`config.mk`:
```
export PLATFORM = sky130hd
export DESIGN_NAME = stop_and_wait_connection_engine
export DESIGN_NICKNAME = d
export VERILOG_FILES = /design/src/rtl/core/sawce_pkg.sv /design/src/rtl/core/stop_and_wait_connection_engine.sv
export VERILOG_INCLUDE_DIRS = /design/src /design/src/rtl/core
export SDC_FILE = /design/constraint.sdc
export NUM_CORES = 1
export LEC_CHECK = 0
export BUFFER_PORTS_ARGS = -buffer_cell sky130_fd_sc_hd__buf_2
export CORE_MARGIN = 2
export CORE_UTILIZATION = 50
export CTS_CLUSTER_SIZE = 8
export DETAILED_ROUTE_END_ITERATION = 7
export PLACE_DENSITY = 0.75
export SYNTH_ARGS = -nofsm -noshare
export SYNTH_HDL_FRONTEND = slang
export SYNTH_SLANG_ARGS = --single-unit
```
`constraint.sdc`:
```
create_clock -name clock -period 3.4 [get_ports clock]
set_input_delay 0.34 -clock clock [delete_from_list [all_inputs] [get_ports clock]]
set_output_delay 0.34 -clock clock [all_outputs]
set_load 0.02 [all_outputs]
```
`src/rtl/core/stop_and_wait_connection_engine_assert.svh`:
```
// Assertion macros used by the engine's RTL file.
// Define NO_ASSERTIONS to compile every use down to nothing.
`ifndef STOP_AND_WAIT_CONNECTION_ENGINE_ASSERT_SVH
`define STOP_AND_WAIT_CONNECTION_ENGINE_ASSERT_SVH

`ifndef NO_ASSERTIONS

// Same-cycle implication, disabled while reset is high.
`define SAWCE_ASSERT_NOW(label, clk, rst, ante, cons) \
   label: assert property (@(posedge clk) disable iff (rst) (ante) |-> (cons)) \
      else $error("assertion failed in connection engine");

// Next-cycle implication, disabled while reset is high.
`define SAWCE_ASSERT_NEXT(label, clk, rst, ante, cons) \
   label: assert property (@(posedge clk) disable iff (rst) (ante) |=> (cons)) \
      else $error("assertion failed in connection engine");

`else

`define SAWCE_ASSERT_NOW(label, clk, rst, ante, cons)
`define SAWCE_ASSERT_NEXT(label, clk, rst, ante, cons)

`endif

`endif

```
`src/rtl/core/sawce_pkg.sv`:
```
`default_nettype none

package sawce_pkg;

   // Request and event codes.
   localparam logic [2:0] ACT_TICK    = 3'd0;
   localparam logic [2:0] ACT_CONNECT = 3'd1;
   localparam logic [2:0] ACT_LISTEN  = 3'd2;
   localparam logic [2:0] ACT_SEND    = 3'd3;
   localparam logic [2:0] ACT_RECEIVE = 3'd4;
   localparam logic [2:0] ACT_CLOSE   = 3'd5;

   // Connection phases, also reported on link_state.
   localparam logic [2:0] PH_CLOSED   = 3'd0;
   localparam logic [2:0] PH_LISTEN   = 3'd1;
   localparam logic [2:0] PH_SYNACK   = 3'd2;
   localparam logic [2:0] PH_SYNSENT  = 3'd3;
   localparam logic [2:0] PH_ESTAB    = 3'd4;
   localparam logic [2:0] PH_DATAWAIT = 3'd5;
   localparam logic [2:0] PH_FINWAIT  = 3'd6;
   localparam logic [2:0] PH_REMWAIT  = 3'd7;

   // Header flag encodings.
   localparam logic [5:0] FL_NONE   = 6'h00;
   localparam logic [5:0] FL_FIN    = 6'h01;
   localparam logic [5:0] FL_SYN    = 6'h02;
   localparam logic [5:0] FL_ACK    = 6'h10;
   localparam logic [5:0] FL_SYNACK = 6'h12;

   // Retransmit timeout after reset, in ticks.
   localparam logic [15:0] TIMEOUT_RESET = 16'd1000;

   typedef struct packed {
      logic [2:0] action;
      logic [7:0] initial_seq;
      logic [5:0] rx_flags;
      logic [7:0] rx_seq;
      logic [7:0] rx_ack;
      logic       rx_checksum_ok;
   } req_type;

   typedef struct packed {
      logic       tx_valid;
      logic [5:0] tx_flags;
      logic [7:0] tx_seq;
      logic [7:0] tx_ack;
      logic       tx_window;
      logic [2:0] link_state;
      logic       op_done;
      logic       op_rejected;
   } rsp_type;

endpackage

`default_nettype wire

```
`src/rtl/core/stop_and_wait_connection_engine.sv`:
```
`default_nettype none
`include "stop_and_wait_connection_engine_assert.svh"

// Channel   Direction  Handshake           Beat
// req       in         req_valid/stall     one request or event (req_type)
// rsp       out        rsp_valid/stall     one result header and status (rsp_type)
// csr       in         csr_wr_en           retransmit timeout in ticks
//
// Every request beat produces exactly one response beat, registered in the cycle after acceptance.
// One request per clock is sustained unless rsp_stall holds a response; all decisions
// are made in a single pass between the request port and the response register.
// A stalled response holds the request side: req_stall follows rsp_stall while a
// response is waiting. Synchronous reset returns the link to closed and the
// timeout to 1000 ticks.
module stop_and_wait_connection_engine (
   input  wire logic              clock,
   input  wire logic              reset,
   input  wire logic              req_valid,
   output logic                   req_stall,
   input  wire sawce_pkg::req_type req_data,
   output logic                   rsp_valid,
   input  wire logic              rsp_stall,
   output sawce_pkg::rsp_type     rsp_data,
   input  wire logic              csr_wr_en,
   input  wire logic [15:0]       csr_wr_data
);
   import sawce_pkg::*;

   logic [15:0] timeout_ff;
   logic [2:0]  phase_ff, phase_in;
   logic [7:0]  local_seq_ff, local_seq_in;
   logic [7:0]  remote_seq_ff, remote_seq_in;
   logic [15:0] timer_ff, timer_in;
   logic        peer_closed_ff, peer_closed_in;
   logic        rsp_valid_ff;
   rsp_type     rsp_data_ff, rsp_data_in;

   logic        req_accept;
   logic        rsp_take;
   logic [15:0] timeout_lim;
   logic [16:0] timer_next;
   logic        timer_fire;
   logic        waiting;
   logic [5:0]  pend_flags;
   logic [7:0]  pend_ack;

   // Handshake: a new beat may enter unless a finished response is stalled.
   assign rsp_take   = rsp_valid_ff & ~rsp_stall;
   assign req_stall  = rsp_valid_ff & rsp_stall;
   assign req_accept = req_valid & ~req_stall;
   assign rsp_valid  = rsp_valid_ff;
   assign rsp_data   = rsp_data_ff;

   // Retransmit timer; a zero timeout behaves as one tick.
   assign timeout_lim = (timeout_ff == 16'd0) ? 16'd1 : timeout_ff;
   assign timer_next  = {1'b0, timer_ff} + 17'd1;
   assign timer_fire  = timer_next >= {1'b0, timeout_lim};
   assign waiting     = (phase_ff == PH_SYNACK) || (phase_ff == PH_SYNSENT) ||
                        (phase_ff == PH_DATAWAIT) || (phase_ff == PH_FINWAIT);

   // Header that is outstanding in the current phase.
   always_comb begin
      case (phase_ff)
         PH_SYNACK: begin
            pend_flags = FL_SYNACK;
            pend_ack   = remote_seq_ff;
         end
         PH_SYNSENT: begin
            pend_flags = FL_SYN;
            pend_ack   = 8'd0;
         end
         PH_FINWAIT: begin
            pend_flags = FL_FIN;
            pend_ack   = 8'd0;
         end
         default: begin
            pend_flags = FL_NONE;
            pend_ack   = 8'd0;
         end
      endcase
   end

   // Next connection state and response for the beat at the request port.
   always_comb begin
      phase_in       = phase_ff;
      local_seq_in   = local_seq_ff;
      remote_seq_in  = remote_seq_ff;
      timer_in       = timer_ff;
      peer_closed_in = peer_closed_ff;
      rsp_data_in    = '0;

      case (req_data.action)
         ACT_TICK: begin
            if (waiting) begin
               if (timer_fire) begin
                  timer_in              = 16'd0;
                  rsp_data_in.tx_valid  = 1'b1;
                  rsp_data_in.tx_flags  = pend_flags;
                  rsp_data_in.tx_seq    = local_seq_ff;
                  rsp_data_in.tx_ack    = pend_ack;
                  rsp_data_in.tx_window = 1'b1;
               end else begin
                  timer_in = timer_next[15:0];
               end
            end
         end
         ACT_CONNECT: begin
            if (phase_ff == PH_CLOSED || phase_ff == PH_LISTEN) begin
               local_seq_in          = req_data.initial_seq;
               phase_in              = PH_SYNSENT;
               timer_in              = 16'd0;
               rsp_data_in.tx_valid  = 1'b1;
               rsp_data_in.tx_flags  = FL_SYN;
               rsp_data_in.tx_seq    = req_data.initial_seq;
               rsp_data_in.tx_window = 1'b1;
            end else begin
               rsp_data_in.op_rejected = 1'b1;
            end
         end
         ACT_LISTEN: begin
            if (phase_ff == PH_CLOSED) begin
               local_seq_in = req_data.initial_seq;
               phase_in     = PH_LISTEN;
               timer_in     = 16'd0;
            end else begin
               rsp_data_in.op_rejected = 1'b1;
            end
         end
         ACT_SEND: begin
            if (phase_ff == PH_ESTAB) begin
               phase_in              = PH_DATAWAIT;
               timer_in              = 16'd0;
               rsp_data_in.tx_valid  = 1'b1;
               rsp_data_in.tx_flags  = FL_NONE;
               rsp_data_in.tx_seq    = local_seq_ff;
               rsp_data_in.tx_window = 1'b1;
            end else begin
               rsp_data_in.op_rejected = 1'b1;
            end
         end
         ACT_RECEIVE: begin
            case (phase_ff)
               PH_LISTEN: begin
                  if (req_data.rx_checksum_ok && req_data.rx_flags[1]) begin
                     remote_seq_in         = req_data.rx_seq;
                     phase_in              = PH_SYNACK;
                     timer_in              = 16'd0;
                     rsp_data_in.tx_valid  = 1'b1;
                     rsp_data_in.tx_flags  = FL_SYNACK;
                     rsp_data_in.tx_seq    = local_seq_ff;
                     rsp_data_in.tx_ack    = req_data.rx_seq;
                     rsp_data_in.tx_window = 1'b1;
                  end
               end
               PH_SYNACK, PH_DATAWAIT: begin
                  if (req_data.rx_checksum_ok && req_data.rx_flags[4] &&
                      req_data.rx_ack == local_seq_ff) begin
                     local_seq_in        = local_seq_ff + 8'd1;
                     phase_in            = PH_ESTAB;
                     timer_in            = 16'd0;
                     rsp_data_in.op_done = 1'b1;
                  end
               end
               PH_SYNSENT: begin
                  if (req_data.rx_checksum_ok && req_data.rx_flags[4] &&
                      req_data.rx_flags[1] && req_data.rx_ack == local_seq_ff) begin
                     remote_seq_in         = req_data.rx_seq;
                     phase_in              = PH_ESTAB;
                     timer_in              = 16'd0;
                     rsp_data_in.tx_valid  = 1'b1;
                     rsp_data_in.tx_flags  = FL_ACK;
                     rsp_data_in.tx_ack    = req_data.rx_seq;
                     rsp_data_in.tx_window = 1'b1;
                     rsp_data_in.op_done   = 1'b1;
                  end
               end
               PH_FINWAIT: begin
                  if (req_data.rx_checksum_ok) begin
                     if (!req_data.rx_flags[4]) begin
                        // The peer closes first: acknowledge its FIN.
                        if (req_data.rx_flags[0]) begin
                           rsp_data_in.tx_valid = 1'b1;
                           rsp_data_in.tx_flags = FL_ACK;
                           rsp_data_in.tx_ack   = req_data.rx_seq;
                           peer_closed_in       = 1'b1;
                        end
                     end else if (req_data.rx_ack == local_seq_ff) begin
                        if (peer_closed_ff) begin
                           phase_in            = PH_CLOSED;
                           local_seq_in        = 8'd0;
                           remote_seq_in       = 8'd0;
                           timer_in            = 16'd0;
                           peer_closed_in      = 1'b0;
                           rsp_data_in.op_done = 1'b1;
                        end else begin
                           phase_in = PH_REMWAIT;
                           timer_in = 16'd0;
                        end
                     end
                  end
               end
               PH_REMWAIT: begin
                  // Any packet from the peer is acknowledged and the link closes.
                  rsp_data_in.tx_valid = 1'b1;
                  rsp_data_in.tx_flags = FL_ACK;
                  rsp_data_in.tx_ack   = req_data.rx_seq;
                  phase_in             = PH_CLOSED;
                  local_seq_in         = 8'd0;
                  remote_seq_in        = 8'd0;
                  timer_in             = 16'd0;
                  peer_closed_in       = 1'b0;
                  rsp_data_in.op_done  = 1'b1;
               end
               default: begin
               end
            endcase
         end
         ACT_CLOSE: begin
            if (phase_ff == PH_ESTAB) begin
               phase_in              = PH_FINWAIT;
               timer_in              = 16'd0;
               peer_closed_in        = 1'b0;
               rsp_data_in.tx_valid  = 1'b1;
               rsp_data_in.tx_flags  = FL_FIN;
               rsp_data_in.tx_seq    = local_seq_ff;
               rsp_data_in.tx_window = 1'b1;
            end else if (phase_ff <= PH_SYNSENT) begin
               phase_in            = PH_CLOSED;
               local_seq_in        = 8'd0;
               remote_seq_in       = 8'd0;
               timer_in            = 16'd0;
               peer_closed_in      = 1'b0;
               rsp_data_in.op_done = 1'b1;
            end else begin
               rsp_data_in.op_rejected = 1'b1;
            end
         end
         default: begin
         end
      endcase

      rsp_data_in.link_state = phase_in;
   end

   // Timeout register.
   always_ff @(posedge clock) begin
      if (reset) begin
         timeout_ff <= TIMEOUT_RESET;
      end else if (csr_wr_en) begin
         timeout_ff <= csr_wr_data;
      end
   end

   // Connection state, updated once per accepted beat.
   always_ff @(posedge clock) begin
      if (reset) begin
         phase_ff       <= PH_CLOSED;
         local_seq_ff   <= 8'd0;
         remote_seq_ff  <= 8'd0;
         timer_ff       <= 16'd0;
         peer_closed_ff <= 1'b0;
      end else if (req_accept) begin
         phase_ff       <= phase_in;
         local_seq_ff   <= local_seq_in;
         remote_seq_ff  <= remote_seq_in;
         timer_ff       <= timer_in;
         peer_closed_ff <= peer_closed_in;
      end
   end

   // Response register: filled on accept, emptied when the sink takes it.
   always_ff @(posedge clock) begin
      if (reset) begin
         rsp_valid_ff <= 1'b0;
      end else if (req_accept) begin
         rsp_valid_ff <= 1'b1;
      end else if (rsp_take) begin
         rsp_valid_ff <= 1'b0;
      end
   end

   always_ff @(posedge clock) begin
      if (req_accept) begin
         rsp_data_ff <= rsp_data_in;
      end
   end

   // A closed link holds every counter at its reset value.
   `SAWCE_ASSERT_NOW(a_closed_clean, clock, reset, phase_ff == PH_CLOSED,
      local_seq_ff == 8'd0 && remote_seq_ff == 8'd0 && timer_ff == 16'd0 && !peer_closed_ff)
   // Header fields are zero when no header is sent.
   `SAWCE_ASSERT_NOW(a_idle_header_zero, clock, reset, rsp_valid_ff && !rsp_data_ff.tx_valid,
      rsp_data_ff.tx_flags == FL_NONE && rsp_data_ff.tx_seq == 8'd0 &&
      rsp_data_ff.tx_ack == 8'd0 && !rsp_data_ff.tx_window)
   // A request cannot both complete and be refused.
   `SAWCE_ASSERT_NOW(a_status_exclusive, clock, reset, rsp_valid_ff,
      !(rsp_data_ff.op_done && rsp_data_ff.op_rejected))
   // Every accepted beat leaves a response that reports the new phase.
   `SAWCE_ASSERT_NEXT(a_accept_reports, clock, reset, req_accept,
      rsp_valid_ff && rsp_data_ff.link_state == phase_ff)

endmodule

`default_nettype wire

```
# Word level (Yosys, flattened, before mapping)
# Cells that the tools add are included.
dict set report op_classes {
  add_sub_neg 2
  order_cmp 2
  n_eq_ne 33
  muxes 95
  n_bitwise 5
  n_reduce_logical 22
}
# op count
set ops {}
lappend ops {{2-to-1 mux 16 bit} 14}
lappend ops {{2-to-1 mux 8 bit} 16}
lappend ops {{one-hot mux 16 bit (6 select lines)} 1}
lappend ops {{one-hot mux 8 bit (4 select lines)} 3}
lappend ops {{one-hot mux 16 bit (5 select lines)} 1}
lappend ops {{one-hot mux 15 bit (5 select lines)} 1}
lappend ops {{2-to-1 mux 24 bit} 3}
lappend ops {{2-to-1 mux 15 bit} 3}
lappend ops {{2-to-1 mux 3 bit} 12}
lappend ops {{one-hot mux 8 bit (2 select lines)} 2}
lappend ops {{one-hot mux 3 bit (5 select lines)} 2}
lappend ops {{2-to-1 mux 7 bit} 4}
lappend ops {{one-hot mux 7 bit (4 select lines)} 1}
lappend ops {{!= test 3 bit, second input constant} 8}
lappend ops {{one-hot mux 8 bit (3 select lines)} 1}
lappend ops {{2-to-1 mux 1 bit} 21}
lappend ops {{equality test 3 bit, second input constant} 6}
lappend ops {{adder 16 x 1 -> 17 bit, second input constant} 1}
lappend ops {{>= comparator 17 x 16 -> 1 bit} 1}
lappend ops {{zero test 16 bit} 1}
lappend ops {{one-hot mux 5 bit (3 select lines)} 1}
lappend ops {{AND reduction 14 bit} 1}
lappend ops {{equality test 3 x 2 -> 1 bit, second input constant} 4}
lappend ops {{!= test 2 bit, second input constant} 6}
lappend ops {{other kinds (25)} 45}
dict set report totals {
  register_bits 82
  in_bits 55
  output_inout_bits 31
  elab_cells 174
}

# Logic depth before layout (Yosys ltp)
# Gate-level depths: netlist (run 1).
dict set report depth {
  depth_word 6
  depth_mapped 14
  mapped_depth_nobuf 13
}

# Worst setup path before layout (run 1)
# Ideal clock, no wire load.
dict set report synth_timing {
  path_type {reg-to-reg}
  startpoint {register timer_ff[2]}
  endpoint {register timer_ff[5]}
  setup_time_ps 73
  t_arrival_ps 3154
  t_required_ps 3327
  setup_slack_ps 173
  stages_incl_launch_ff 15
  path_buffers 2
  period_less_slack_ps 3227
  cell_sequence {dfxtp_1 > and3_1 > and3_1 > clkbuf_1 > nand3_1 > o21a_1 > or2_1 > ha_1 > a21o_1 > a21oi_1 > o21ai_0 > nor4_1 > clkbuf_1 > nand2_2 > o211ai_2}
}
dict set report synth_via {
  elab_chain_cells 5
}
# item line_no
set synth_lines {}
lappend synth_lines {{from (decl)} stop_and_wait_connection_engine.sv:33} ;# logic [15:0] timer_ff, timer_in;
lappend synth_lines {{from (signal assigned)} stop_and_wait_connection_engine.sv:266} ;# timer_ff <= timer_in;
lappend synth_lines {{adder 16 x 1 -> 17 bit (*)} stop_and_wait_connection_engine.sv:56} ;# assign timer_next = {1'b0, timer_ff} + 17'd1;
lappend synth_lines {{>= comparator 17 x 16 -> 1 bit} stop_and_wait_connection_engine.sv:57} ;# assign timer_fire = timer_next >= {1'b0, timeout_lim};
lappend synth_lines {{2-to-1 mux 16 bit (*)} stop_and_wait_connection_engine.sv:95} ;# if (timer_fire) begin
lappend synth_lines {{2-to-1 mux 16 bit (*)} stop_and_wait_connection_engine.sv:94} ;# if (waiting) begin
lappend synth_lines {{one-hot mux 16 bit (6 select lines) (*)} stop_and_wait_connection_engine.sv:92} ;# case (req_data.action)
# Every way passes the cells marked *; elsewhere a longest branch is shown, timed or not. The select of a mux whose other input is x is not followed.
# A chain may end at the register's enable or synchronous reset.

==> insert_results.sql, run 1 <==
INSERT INTO impl_metrics (metric_group, metric, value, unit) VALUES
('run_status', 'run_status', 'completed', ''),
('sta', 'setup_viol', '0', ''),
('finish', 'instances_no_fill', '762', ''),
('placed_design', 'io_buffers', '79', ''),
('finish', 'fin_nets', '704', ''),
('finish', 'most-common-layout-cells', 'sky130_fd_sc_hd__buf_2 (79), sky130_fd_sc_hd__nor2_1 (55), sky130_fd_sc_hd__dfxtp_1 (53)', ''),
('floorplanning', 'effective_utilization_at_floorplan', '51.8', '%'),
('clocking', 'clock_tree_from_tritoncts', 'built', ''),
('power_and_ir_drop', 'total_power', '2.05', 'mW'),
('floorplanning', 'num_io_pins', '86', ''),
('finish', 'syn_to_final_growth', '14.8', '%'),
('worst_setup_path', 'critical_path_arrival', '3.44', 'ns'),
('worst_setup_path', 'critPathMaxFanout', '8', ''),
('hold_path', 'worstHoldEndpoint', 'timeout_ff[7]$_SDFFE_PP1P_', ''),
('detailed_routing', 'antenna_violating_nets_post_route', '0', ''),
('grt', 'grt_overflow_total', '0', ''),
('worst_setup_path', 'ff2ff_path_depth', '13', ''),
('sta', 'fin_crit_sh', '94.8', '%'),
('finish', 'postLayoutCoreUtil', '59.5', '%'),
('finish', 'layout-drive-gt1-share', '20.5', '%'),
('floorplanning', 'row_count', '35', ''),
('detailed_routing', 'detail_route.iter0.violations', '345', ''),
('sta', 'normalized_max_slew_margin', '53.2', '%'),
('worst_setup_path', 'ff2ff_setup_slack', '0.18', 'ns'),
('yosys', 'postSynthAreaPerCell', '8.63', 'sq um'),
('floorplanning', 'coreArea', '9330', 'sq um'),
('detailed_routing', 'detailedRoute.firstPassIterationCount', '6', ''),
('yosys', 'synth.yosys.seq_area_share', '38.1', '%'),
('power_and_ir_drop', 'max-vdd-ir-drop', '0.221', 'mV'),
('yosys', 'top_ff_cell_synth', 'sky130_fd_sc_hd__dfxtp_1', ''),
('job', 'cap_violations', '0', ''),
('grt', 'antenna_violations_before_repair', '0', ''),
('sta', 'final.hold.worst_slack', '0.206', 'ns'),
('sta', 'tns', '0', 'ns'),
('detailed_routing', 'post-route-drc-count', '0', ''),
('sta', 'final-max-slew-violation-count', '0', ''),
('yosys', 'post_synth_inst_count', '560', ''),
('clocking', 'cts_setup_buffers', '0', ''),
('hold_path', 'hold_path_class', 'in2reg', ''),
('floorplanning', 'fp.dieArea', '10500', 'sq um'),
('sta', 'hold_viol', '0', ''),
('clocking', 'post_cts_hold_fix_bufs', '0', ''),
('clocking', 'h-tree-depth', '3', ''),
('worst_setup_path', 'worstSetupPathType', 'reg2reg', ''),
('worst_setup_path', 'cp_data_required_time', '3.62', 'ns'),
('finish', 'mostFrequentLayoutCell', 'sky130_fd_sc_hd__buf_2', ''),
('placed_design', 'dp.final_hpwl', '9.04', 'mm'),
('yosys', 'synth_async_sr_flop_share', '0', '%'),
('worst_setup_path', 'cp-end-kind', 'flop', ''),
('yosys', 'synth.distinct_cells', '66', ''),
('clocking', 'insertion_delay', '0.35', 'ns'),
('worst_setup_path', 'rr_startpoint', 'timer_ff[2]$_SDFFE_PP0P_', ''),
('power_and_ir_drop', 'static-leakage-power', '2.41', 'nW'),
('clocking', 'quantity_of_gates_resized_following_cts', '0', ''),
('placed_design', 'dp_cells', '746', ''),
('clocking', 'tritoncts_num_sinks', '79', ''),
('sta', 'finalClockSkew', '0.0116', 'ns'),
('yosys', 'synth_enable_flop_cells', '26', ''),
('placed_design', 'instance_area_after_placement', '5340', 'sq um'),
('finish', 'final_area', '5550', 'sq um'),
('floorplanning', 'fp.dieH', '102', 'um'),
('sta', 'max_freq', '310', 'MHz'),
('grt', 'grt_start_max_net_pins', '26', ''),
('placed_design', 'place.gp.congestion', '0.962', ''),
('placed_design', 'pre_cts_ws', '0.0560', 'ns'),
('detailed_routing', 'vias', '4526', ''),
('detailed_routing', 'vias_per_cell', '5.94', ''),
('sta', 'final.setup.worst_slack', '0.178', 'ns'),
('detailed_routing', 'route.final.wire_length', '12.3', 'mm'),
('clocking', 'clock_tree_root_buffer_cell', 'sky130_fd_sc_hd__clkbuf_8', ''),
('yosys', 'postSynthRegisterBits', '79', '');
[cell type report]
cell class                 instances  area (sq um)
multi-input combinational        410          2720
tap                              129           161
timing repair buffer              94           508
sequential                        79          1840
clock buffer                      12           166
fill                             794          3780
inverter                          34           128
clock inverter                     4          27.5
[worst max-delay path: stages (launching register included)]
cell	delay, ns
sky130_fd_sc_hd__dfxtp_1	0.43
sky130_fd_sc_hd__and3_1	0.22
sky130_fd_sc_hd__and3_1	0.19
sky130_fd_sc_hd__buf_4	0.14
sky130_fd_sc_hd__nand3_1	0.10
sky130_fd_sc_hd__xnor2_1	0.18
sky130_fd_sc_hd__ha_1	0.31
sky130_fd_sc_hd__nand4_1	0.09
sky130_fd_sc_hd__a21oi_1	0.14
sky130_fd_sc_hd__a21oi_1	0.10
sky130_fd_sc_hd__o31ai_1	0.40
sky130_fd_sc_hd__o21ai_2	0.19
sky130_fd_sc_hd__o21ai_2	0.39
sky130_fd_sc_hd__a22o_1	0.21
[power by group]
part | internal [mW] | switching (mW) | leakage [nW]
combinational | 0.119 | 0.204 | 1.61
clock | 0.330 | 0.357 | 0.101
sequential | 1.01 | 0.0242 | 0.695
[kinds of logic (layout without fill, tap and decap cells)]
group / count (synthesis) / in the layout / share of synthesized area [%]
multiplexers: 14 / 14 / 2.90
flip-flops: 79 / 79 / 38.1
XOR/XNOR: 22 / 22 / 3.99
buffers and inverters: 73 / 144 / 6.26
AO/OA/AOI/OAI: 146 / 146 / 22.3
AND/OR/NAND/NOR: 204 / 204 / 21.0
adder cells (fa/ha/maj): 21 / 21 / 5.43
other: 1 / 3 / 0.0776
[synthesized netlist by cell type, types with 17 or more instances]
master	count	area share (%)
sky130_fd_sc_hd__and3_1	20	2.6
sky130_fd_sc_hd__a21oi_1	23	2.4
sky130_fd_sc_hd__a31o_1	17	3.1
sky130_fd_sc_hd__edfxtp_1	26	16
sky130_fd_sc_hd__ha_1	21	5.4
sky130_fd_sc_hd__dfxtp_1	53	22
sky130_fd_sc_hd__a22o_1	18	3.3
sky130_fd_sc_hd__nand3_1	28	2.9
sky130_fd_sc_hd__nand2_1	42	3.3
sky130_fd_sc_hd__inv_1	33	2.6
sky130_fd_sc_hd__clkbuf_1	30	2.3
sky130_fd_sc_hd__nor2_1	56	4.3
[metal layers]
metal,up-vias,track usage [%],wire length [um]
met2,177,42.5,6260
met3,30,5.06,777
met4,0,8.62,240
met5,-,0,0
met1,2156,29.5,5030
li1,2163,-,-
[flip-flops by register name, summed over array words and instances, names as in the netlist]
register and cells:
rsp_data 26, peer_closed_ff 1, remote_seq_ff 8, timer_ff 16
rsp_valid 1, timeout_ff 16, phase_ff 3, local_seq_ff 8
[how the worst max path moves through the flow]
stage / slack [ns] / endpoint / start
CTS: 0.03 / rsp_data[17]$_DFFE_PP_ / timer_ff[1]$_SDFFE_PP0P_
floorplan: 0.17 / timer_ff[5]$_SDFFE_PP0P_ / timer_ff[2]$_SDFFE_PP0P_
detailed placement: 0.06 / rsp_data[17]$_DFFE_PP_ / timer_ff[1]$_SDFFE_PP0P_
global route: -0.04 / rsp_data[17]$_DFFE_PP_ / timer_ff[2]$_SDFFE_PP0P_
global placement: 0.19 / rsp_data[26]$_DFFE_PP_ / timer_ff[1]$_SDFFE_PP0P_
finish: 0.18 / rsp_data[17]$_DFFE_PP_ / timer_ff[2]$_SDFFE_PP0P_
Note: power is estimated with default switching activity, not from simulation.
==> run 2, diff against run 1 <==
REMOVE_ABC_BUFFERS = 1   (was not set)
==> run 2 against run 1 <==
  * Wire length shrank 1.0%
  * Critical endpoint is now rsp_data[28]$_DFFE_PP_
  * Global-route usage shrank 0.60 points
  * Largest cell class unchanged
  * Register-to-register slack gained 0.03 ns
  * Non-clock buffer count shrank 1
  * Core utilization grew 0.47 points
  * Power grew 5.1%
  * Sequential power is essentially flat
  * First-iteration DRC count shrank 34%
  * Clock power grew 15%
==> insert_results.sql, run 2 (same netlist as run 1, synthesis figures left out) <==
INSERT INTO impl_metrics (metric_group, metric, value, unit) VALUES
('detailed_routing', 'route.final.wire_length', '12.2', 'mm'),
('finish', 'mostFrequentLayoutCell', 'sky130_fd_sc_hd__buf_2', ''),
('clocking', 'numCtsBuffers', '9', ''),
('finish', 'largest_register_ff_count', '26', ''),
('clocking', 'clk_transition_reported_paths', '0.09', 'ns'),
('placed_design', 'dp.final_hpwl', '8.90', 'mm'),
('sta', 'max_freq', '314', 'MHz'),
('finish', 'postLayoutCoreUtil', '60.0', '%'),
('detailed_routing', 'detail_route.iter0.violations', '228', ''),
('floorplanning', 'fp.dieH', '102', 'um'),
('sta', 'rsz_0062_raised_after_global_routing', 'no', ''),
('clocking', 'ctsLongestPathBuffers', '2', ''),
('detailed_routing', 'detailedRoute.firstPassIterationCount', '5', ''),
('job', 'cap_violations', '0', ''),
('placed_design', 'pre_cts_ws', '-0.0431', 'ns'),
('finish', 'insertedDiodeCount', '0', ''),
('hold_path', 'hold_path_class', 'in2reg', ''),
('grt', 'antenna_violations_before_repair', '0', ''),
('sta', 'final.setup.worst_slack', '0.212', 'ns'),
('floorplanning', 'coreArea', '9330', 'sq um'),
('sta', 'final-max-slew-violation-count', '0', ''),
('detailed_routing', 'detailroute.wirelength.met2', '5.96', 'mm'),
('finish', 'most-common-layout-cells', 'sky130_fd_sc_hd__buf_2 (79), sky130_fd_sc_hd__nor2_1 (55), sky130_fd_sc_hd__dfxtp_1 (51)', ''),
('sta', 'tns', '0', 'ns'),
('finish', 'syn_to_final_growth', '15.7', '%'),
('power_and_ir_drop', 'static-leakage-power', '2.41', 'nW'),
('worst_setup_path', 'critPathMaxFanout', '6', ''),
('run_status', 'run_status', 'completed', ''),
('clocking', 'insertion_delay', '0.35', 'ns'),
('clocking', 'post_cts_hold_fix_bufs', '0', ''),
('floorplanning', 'fp.dieArea', '10500', 'sq um'),
('power_and_ir_drop', 'max-vdd-ir-drop', '0.226', 'mV'),
('floorplanning', 'effective_utilization_at_floorplan', '51.8', '%'),
('detailed_routing', 'vias_per_cell', '5.95', ''),
('clocking', 'tritoncts_num_sinks', '79', ''),
('sta', 'finalClockSkew', '0.00952', 'ns'),
('clocking', 'cts_setup_buffers', '0', ''),
('worst_setup_path', 'cp_data_required_time', '3.50', 'ns'),
('clocking', 'h-tree-depth', '3', ''),
('grt', 'grt_first_pass_wirelength', '19.7', 'mm'),
('finish', 'n_fill_cell', '841', ''),
('sta', 'fin_crit_sh', '93.8', '%'),
('detailed_routing', 'vias', '4527', ''),
('worst_setup_path', 'cp-end-kind', 'flop', ''),
('clocking', 'clock_tree_root_buffer_cell', 'sky130_fd_sc_hd__clkbuf_8', ''),
('grt', 'grt_start_max_net_pins', '31', ''),
('sta', 'hold_viol', '0', ''),
('finish', 'fin_nets', '703', ''),
('grt', 'grt_overflow_total', '0', ''),
('sta', 'tightest_slew', '0.723', 'ns'),
('finish', 'layout-drive-gt1-share', '21.4', '%'),
('placed_design', 'place.gp.congestion', '0.935', ''),
('worst_setup_path', 'cp-start-kind', 'flop', ''),
('power_and_ir_drop', 'power.density', '385', 'nW/um^2'),
('detailed_routing', 'post-route-drc-count', '0', ''),
('detailed_routing', 'highest-signal-layer', 'met4', ''),
('grt', 'first_global_vias', '4347', ''),
('worst_setup_path', 'critical_path_arrival', '3.29', 'ns'),
('detailed_routing', 'wl_per_cell', '16.0', 'um'),
('worst_setup_path', 'worstSetupPathType', 'reg2reg', ''),
('floorplanning', 'num_io_pins', '86', ''),
('grt', 'grt_use_total', '23.7', '%'),
('clocking', 'clock_tree_from_tritoncts', 'built', ''),
('detailed_routing', 'route.met3.wl', '732', 'um'),
('placed_design', 'instance_area_after_placement', '5340', 'sq um'),
('placed_design', 'io_buffers', '79', ''),
('sta', 'setup_viol', '0', ''),
('sta', 'period_minus_slack', '3.19', 'ns'),
('floorplanning', 'row_count', '35', ''),
('finish', 'final_area', '5600', 'sq um'),
('sta', 'normalized_max_slew_margin', '51.6', '%'),
('floorplanning', 'die_width', '102', 'um'),
('detailed_routing', 'wirelength_met1', '5.21', 'mm'),
('detailed_routing', 'antenna_violating_nets_post_route', '0', ''),
('power_and_ir_drop', 'total_power', '2.15', 'mW');
[run 2: per-stage QoR]
step	hold slack, ns	cells
global route	0.201	761
finish	0.205	761
floorplan	0.409	523
CTS	0.189	761
detailed placement	0.466	745
global placement	0.456	745
[run 2: what timing repair did]
action | CTS | global route
pin swaps | 0 | 1
cloned | 0 | 0
endpoints found under the setup margin | 17 | 21
gates resized for setup | 3 | 9
[run 2: worst max-delay path: stages, from the launching register on]
cell and delay (ns):
sky130_fd_sc_hd__dfxtp_1 0.42, sky130_fd_sc_hd__and3_1 0.20, sky130_fd_sc_hd__and3_2 0.27, sky130_fd_sc_hd__nand3_1 0.13
sky130_fd_sc_hd__o21a_1 0.21, sky130_fd_sc_hd__or2_1 0.24, sky130_fd_sc_hd__ha_1 0.20, sky130_fd_sc_hd__a21o_1 0.17
sky130_fd_sc_hd__a21oi_1 0.14, sky130_fd_sc_hd__o21ai_0 0.16, sky130_fd_sc_hd__o21ai_2 0.33, sky130_fd_sc_hd__o21ai_1 0.17
sky130_fd_sc_hd__or2_2 0.29
[run 2: final cells by class]
class | count | area (sq um) | share of cell area, %
clock buffers | 10 | 128 | 2.28
clock inverters | 6 | 92.6 | 1.65
inverters | 34 | 128 | 2.28
multi-input cells | 410 | 2740 | 49.0
flip-flops and latches | 79 | 1840 | 33.0
well taps | 129 | 161 | 2.88
repair buffers | 93 | 500 | 8.94
[run 2: worst paths after layout]
kind | from | to | slack [ns] | cells after the start
setup / recovery | timer_ff[3]$_SDFFE_PP0P_ | rsp_data[28]$_DFFE_PP_ | 0.21 | 12
hold / removal | csr_wr_data[5] | timeout_ff[5]$_SDFFE_PP1P_ | 0.20 | 3
setup reg to reg | timer_ff[3]$_SDFFE_PP0P_ | rsp_data[28]$_DFFE_PP_ | 0.21 | 12
hold reg to reg | remote_seq_ff[4]$_SDFFE_PP0P_ | remote_seq_ff[4]$_SDFFE_PP0P_ | 0.49 | 1
[run 2: where the power goes]
part | switching [mW] | internal [mW]
logic | 0.205 | 0.119
clock network | 0.371 | 0.419
registers | 0.0261 | 1.01
[run 2: metal layers]
layer | track usage (%) | up-vias
met5 | 0 | -
met4 | 10.7 | 0
met3 | 4.45 | 25
met2 | 41.3 | 181
met1 | 28.3 | 2157
li1 | - | 2164
==> run 3, diff against run 2 <==
PLACE_DENSITY = 0.73   (was 0.75)
clock period = 3.36 ns   (was 3.4 ns; I/O delays follow)
==> run 3 against run 2 <==
  * Non-clock buffer count unchanged
  * Sequential share of layout area increased by 0.088 points
  * Cell area decreased by 0.40%
  * Via count decreased by 1.9%
  * Sequential power about the same
  * Clock power decreased by 6.1%
  * Worst hold slack got worse by 0.011 ns
  * Register-to-register slack about the same
==> insert_results.sql, run 3 (same netlist as run 1, synthesis figures left out) <==
INSERT INTO impl_metrics (metric_group, metric, value, unit) VALUES
('worst_setup_path', 'top_cell_by_count_worst_path', 'sky130_fd_sc_hd__o21ai_1', ''),
('floorplanning', 'fp.dieArea', '10500', 'sq um'),
('detailed_routing', 'vias_per_cell', '5.83', ''),
('sta', 'fin_crit_sh', '93.9', '%'),
('finish', 'layout-drive-gt1-share', '21.0', '%'),
('worst_setup_path', 'worstSetupPathType', 'reg2reg', ''),
('finish', 'postLayoutCoreUtil', '59.7', '%'),
('grt', 'antenna_violations_before_repair', '0', ''),
('finish', 'mostFrequentLayoutCell', 'sky130_fd_sc_hd__buf_2', ''),
('detailed_routing', 'detailedRoute.firstPassIterationCount', '5', ''),
('worst_setup_path', 'rr_startpoint', 'timer_ff[1]$_SDFFE_PP0P_', ''),
('worst_setup_path', 'worst_r2r_endpoint', 'rsp_data[28]$_DFFE_PP_', ''),
('grt', 'grt_first_pass_wirelength', '19.7', 'mm'),
('clocking', 'h-tree-depth', '3', ''),
('clocking', 'tritoncts_num_sinks', '79', ''),
('detailed_routing', 'antenna_violating_nets_post_route', '0', ''),
('sta', 'finalClockSkew', '0.00969', 'ns'),
('worst_setup_path', 'cp-end-kind', 'flop', ''),
('detailed_routing', 'route.final.wire_length', '11.8', 'mm'),
('sta', 'setup_viol', '0', ''),
('worst_setup_path', 'cpMaxStageDelayCell', 'sky130_fd_sc_hd__dfxtp_1', ''),
('finish', 'final_area', '5570', 'sq um'),
('sta', 'final-max-slew-violation-count', '0', ''),
('worst_setup_path', 'path_cells', 'ha_2 -> nand2_1 -> nor4_1 -> buf_4 -> nand4_1 -> xnor2_2 -> ha_1 -> a21o_1 -> a21oi_1 -> o21ai_1 -> o21ai_2 -> o21ai_1 -> or2_2', ''),
('worst_setup_path', 'path_buf_inv', '1', ''),
('floorplanning', 'effective_utilization_at_floorplan', '51.8', '%'),
('worst_setup_path', 'cp_data_required_time', '3.46', 'ns'),
('sta', 'hold_viol', '0', ''),
('finish', 'fin_nets', '703', ''),
('sta', 'final.hold.worst_slack', '0.194', 'ns'),
('clocking', 'clk_transition_reported_paths', '0.09', 'ns'),
('placed_design', 'instance_area_after_placement', '5340', 'sq um'),
('grt', 'grt_overflow_total', '0', ''),
('worst_setup_path', 'cpLargestDelayFamily', 'compound AO/OA/AOI/OAI gates', ''),
('detailed_routing', 'detail_route.iter0.violations', '249', ''),
('floorplanning', 'fp.dieH', '102', 'um'),
('power_and_ir_drop', 'total_power', '2.12', 'mW'),
('sta', 'normalized_max_slew_margin', '52.5', '%'),
('job', 'cap_violations', '0', ''),
('hold_path', 'hold_depth', '3', ''),
('clocking', 'numCtsBuffers', '9', ''),
('hold_path', 'worstHoldEndpoint', 'timeout_ff[7]$_SDFFE_PP1P_', ''),
('detailed_routing', 'vias', '4440', ''),
('hold_path', 'hold_path_class', 'in2reg', ''),
('floorplanning', 'row_count', '35', ''),
('sta', 'max_freq', '317', 'MHz'),
('finish', 'largest_register_ff_count', '26', ''),
('clocking', 'clock_tree_from_tritoncts', 'built', ''),
('worst_setup_path', 'cpPeakStageDelay', '0.38', 'ns'),
('power_and_ir_drop', 'max-vdd-ir-drop', '0.199', 'mV'),
('placed_design', 'dp.final_hpwl', '8.58', 'mm'),
('detailed_routing', 'post-route-drc-count', '0', ''),
('worst_setup_path', 'critPathMaxFanout', '5', ''),
('detailed_routing', 'wl_per_cell', '15.5', 'um'),
('hold_path', 'holdCritStartpoint', 'csr_wr_data[7]', ''),
('clocking', 'post_cts_hold_fix_bufs', '0', ''),
('worst_setup_path', 'cp-start-kind', 'flop', ''),
('sta', 'tightest_slew', '0.710', 'ns'),
('power_and_ir_drop', 'power.density', '380', 'nW/um^2'),
('worst_setup_path', 'critical_path_arrival', '3.25', 'ns'),
('grt', 'grt_start_max_net_pins', '31', ''),
('floorplanning', 'num_io_pins', '86', ''),
('clocking', 'insertion_delay', '0.35', 'ns'),
('sta', 'period_minus_slack', '3.15', 'ns'),
('floorplanning', 'die_width', '102', 'um'),
('clocking', 'cts_setup_buffers', '0', ''),
('worst_setup_path', 'ff2ff_setup_slack', '0.21', 'ns'),
('grt', 'grt_use_total', '23.7', '%'),
('placed_design', 'io_buffers', '79', ''),
('finish', 'syn_to_final_growth', '15.3', '%'),
('run_status', 'run_status', 'completed', ''),
('floorplanning', 'coreArea', '9330', 'sq um'),
('finish', 'insertedDiodeCount', '0', ''),
('grt', 'first_global_vias', '4188', ''),
('finish', 'most-common-layout-cells', 'sky130_fd_sc_hd__buf_2 (79), sky130_fd_sc_hd__nor2_1 (55), sky130_fd_sc_hd__dfxtp_1 (53)', ''),
('sta', 'rsz_0062_raised_after_global_routing', 'yes', ''),
('placed_design', 'place.gp.congestion', '0.915', ''),
('clocking', 'clock_tree_root_buffer_cell', 'sky130_fd_sc_hd__clkbuf_8', ''),
('power_and_ir_drop', 'static-leakage-power', '2.41', 'nW'),
('worst_setup_path', 'ff2ff_path_depth', '13', ''),
('clocking', 'ctsLongestPathBuffers', '2', '');
[run 3: layer usage]
layer	up-vias	part of all wire, %	wire length (um)	global-route usage, %
met3	23	5.4	636	4.17
met4	0	2.1	243	9.95
met2	149	48	5700	39.3
li1	2167	-	-	-
met1	2101	44	5210	30.6
met5	-	0	0	0
[run 3: worst max path at each step]
stage,from,end,slack [ns],cells past startpoint
final,timer_ff[1]$_SDFFE_PP0P_,rsp_data[28]$_DFFE_PP_,0.21,13
after global routing,timer_ff[2]$_SDFFE_PP0P_,rsp_data[21]$_DFFE_PP_,-0.02,12
after CTS,timer_ff[2]$_SDFFE_PP0P_,rsp_data[20]$_DFFE_PP_,-0.10,11
after detailed placement,timer_ff[2]$_SDFFE_PP0P_,rsp_data[20]$_DFFE_PP_,-0.07,11
after global placement,timer_ff[2]$_SDFFE_PP0P_,rsp_data[19]$_DFFE_PP_,0.07,11
after floorplan,timer_ff[2]$_SDFFE_PP0P_,timer_ff[11]$_SDFFE_PP0P_,-0.18,12
[run 3: layout make-up]
cell class	instances	area (sq um)
clock inverters	7	78.8
well taps	129	161
fillers	830	3750
clock buffers	9	124
repair buffers	93	500
inverters	34	128
multi-input cells	410	2740
flip-flops and latches	79	1840
[run 3: metrics by stage]
step                cells  setup slack, ns  setup TNS, ns
finish                761            0.206              0
global route          761          -0.0233         -0.122
global placement      745           0.0748              0
floorplan             523           -0.181          -2.12
CTS                   761           -0.103          -1.31
detailed placement    745          -0.0701         -0.766
[run 3: worst reg2reg max path, delay by kind of cell (launching register included)]
kind	cells	cell delay, ns
flops	1	0.38
xor+xnor	1	0.19
simple gates	4	0.72
compound gates	5	0.88
fa+ha+maj	2	0.56
buf+inv	1	0.17
[run 3: repair_timing]
item	4_1_cts	5_1_grt
gates resized for setup	0	11
hold endpoints to repair	0	0
setup endpoints to repair	17	30
pin swaps	0	1
[run 3: where the power goes]
| group | internal (mW) | switching, mW | leakage [nW] | total [mW] |
|---|---|---|---|---|
| clock | 0.353 | 0.389 | 0.0998 | 0.742 |
| sequential | 1.02 | 0.0242 | 0.695 | 1.05 |
| combinational | 0.121 | 0.205 | 1.62 | 0.326 |
| total | 1.50 | 0.618 | 2.41 | 2.12 |
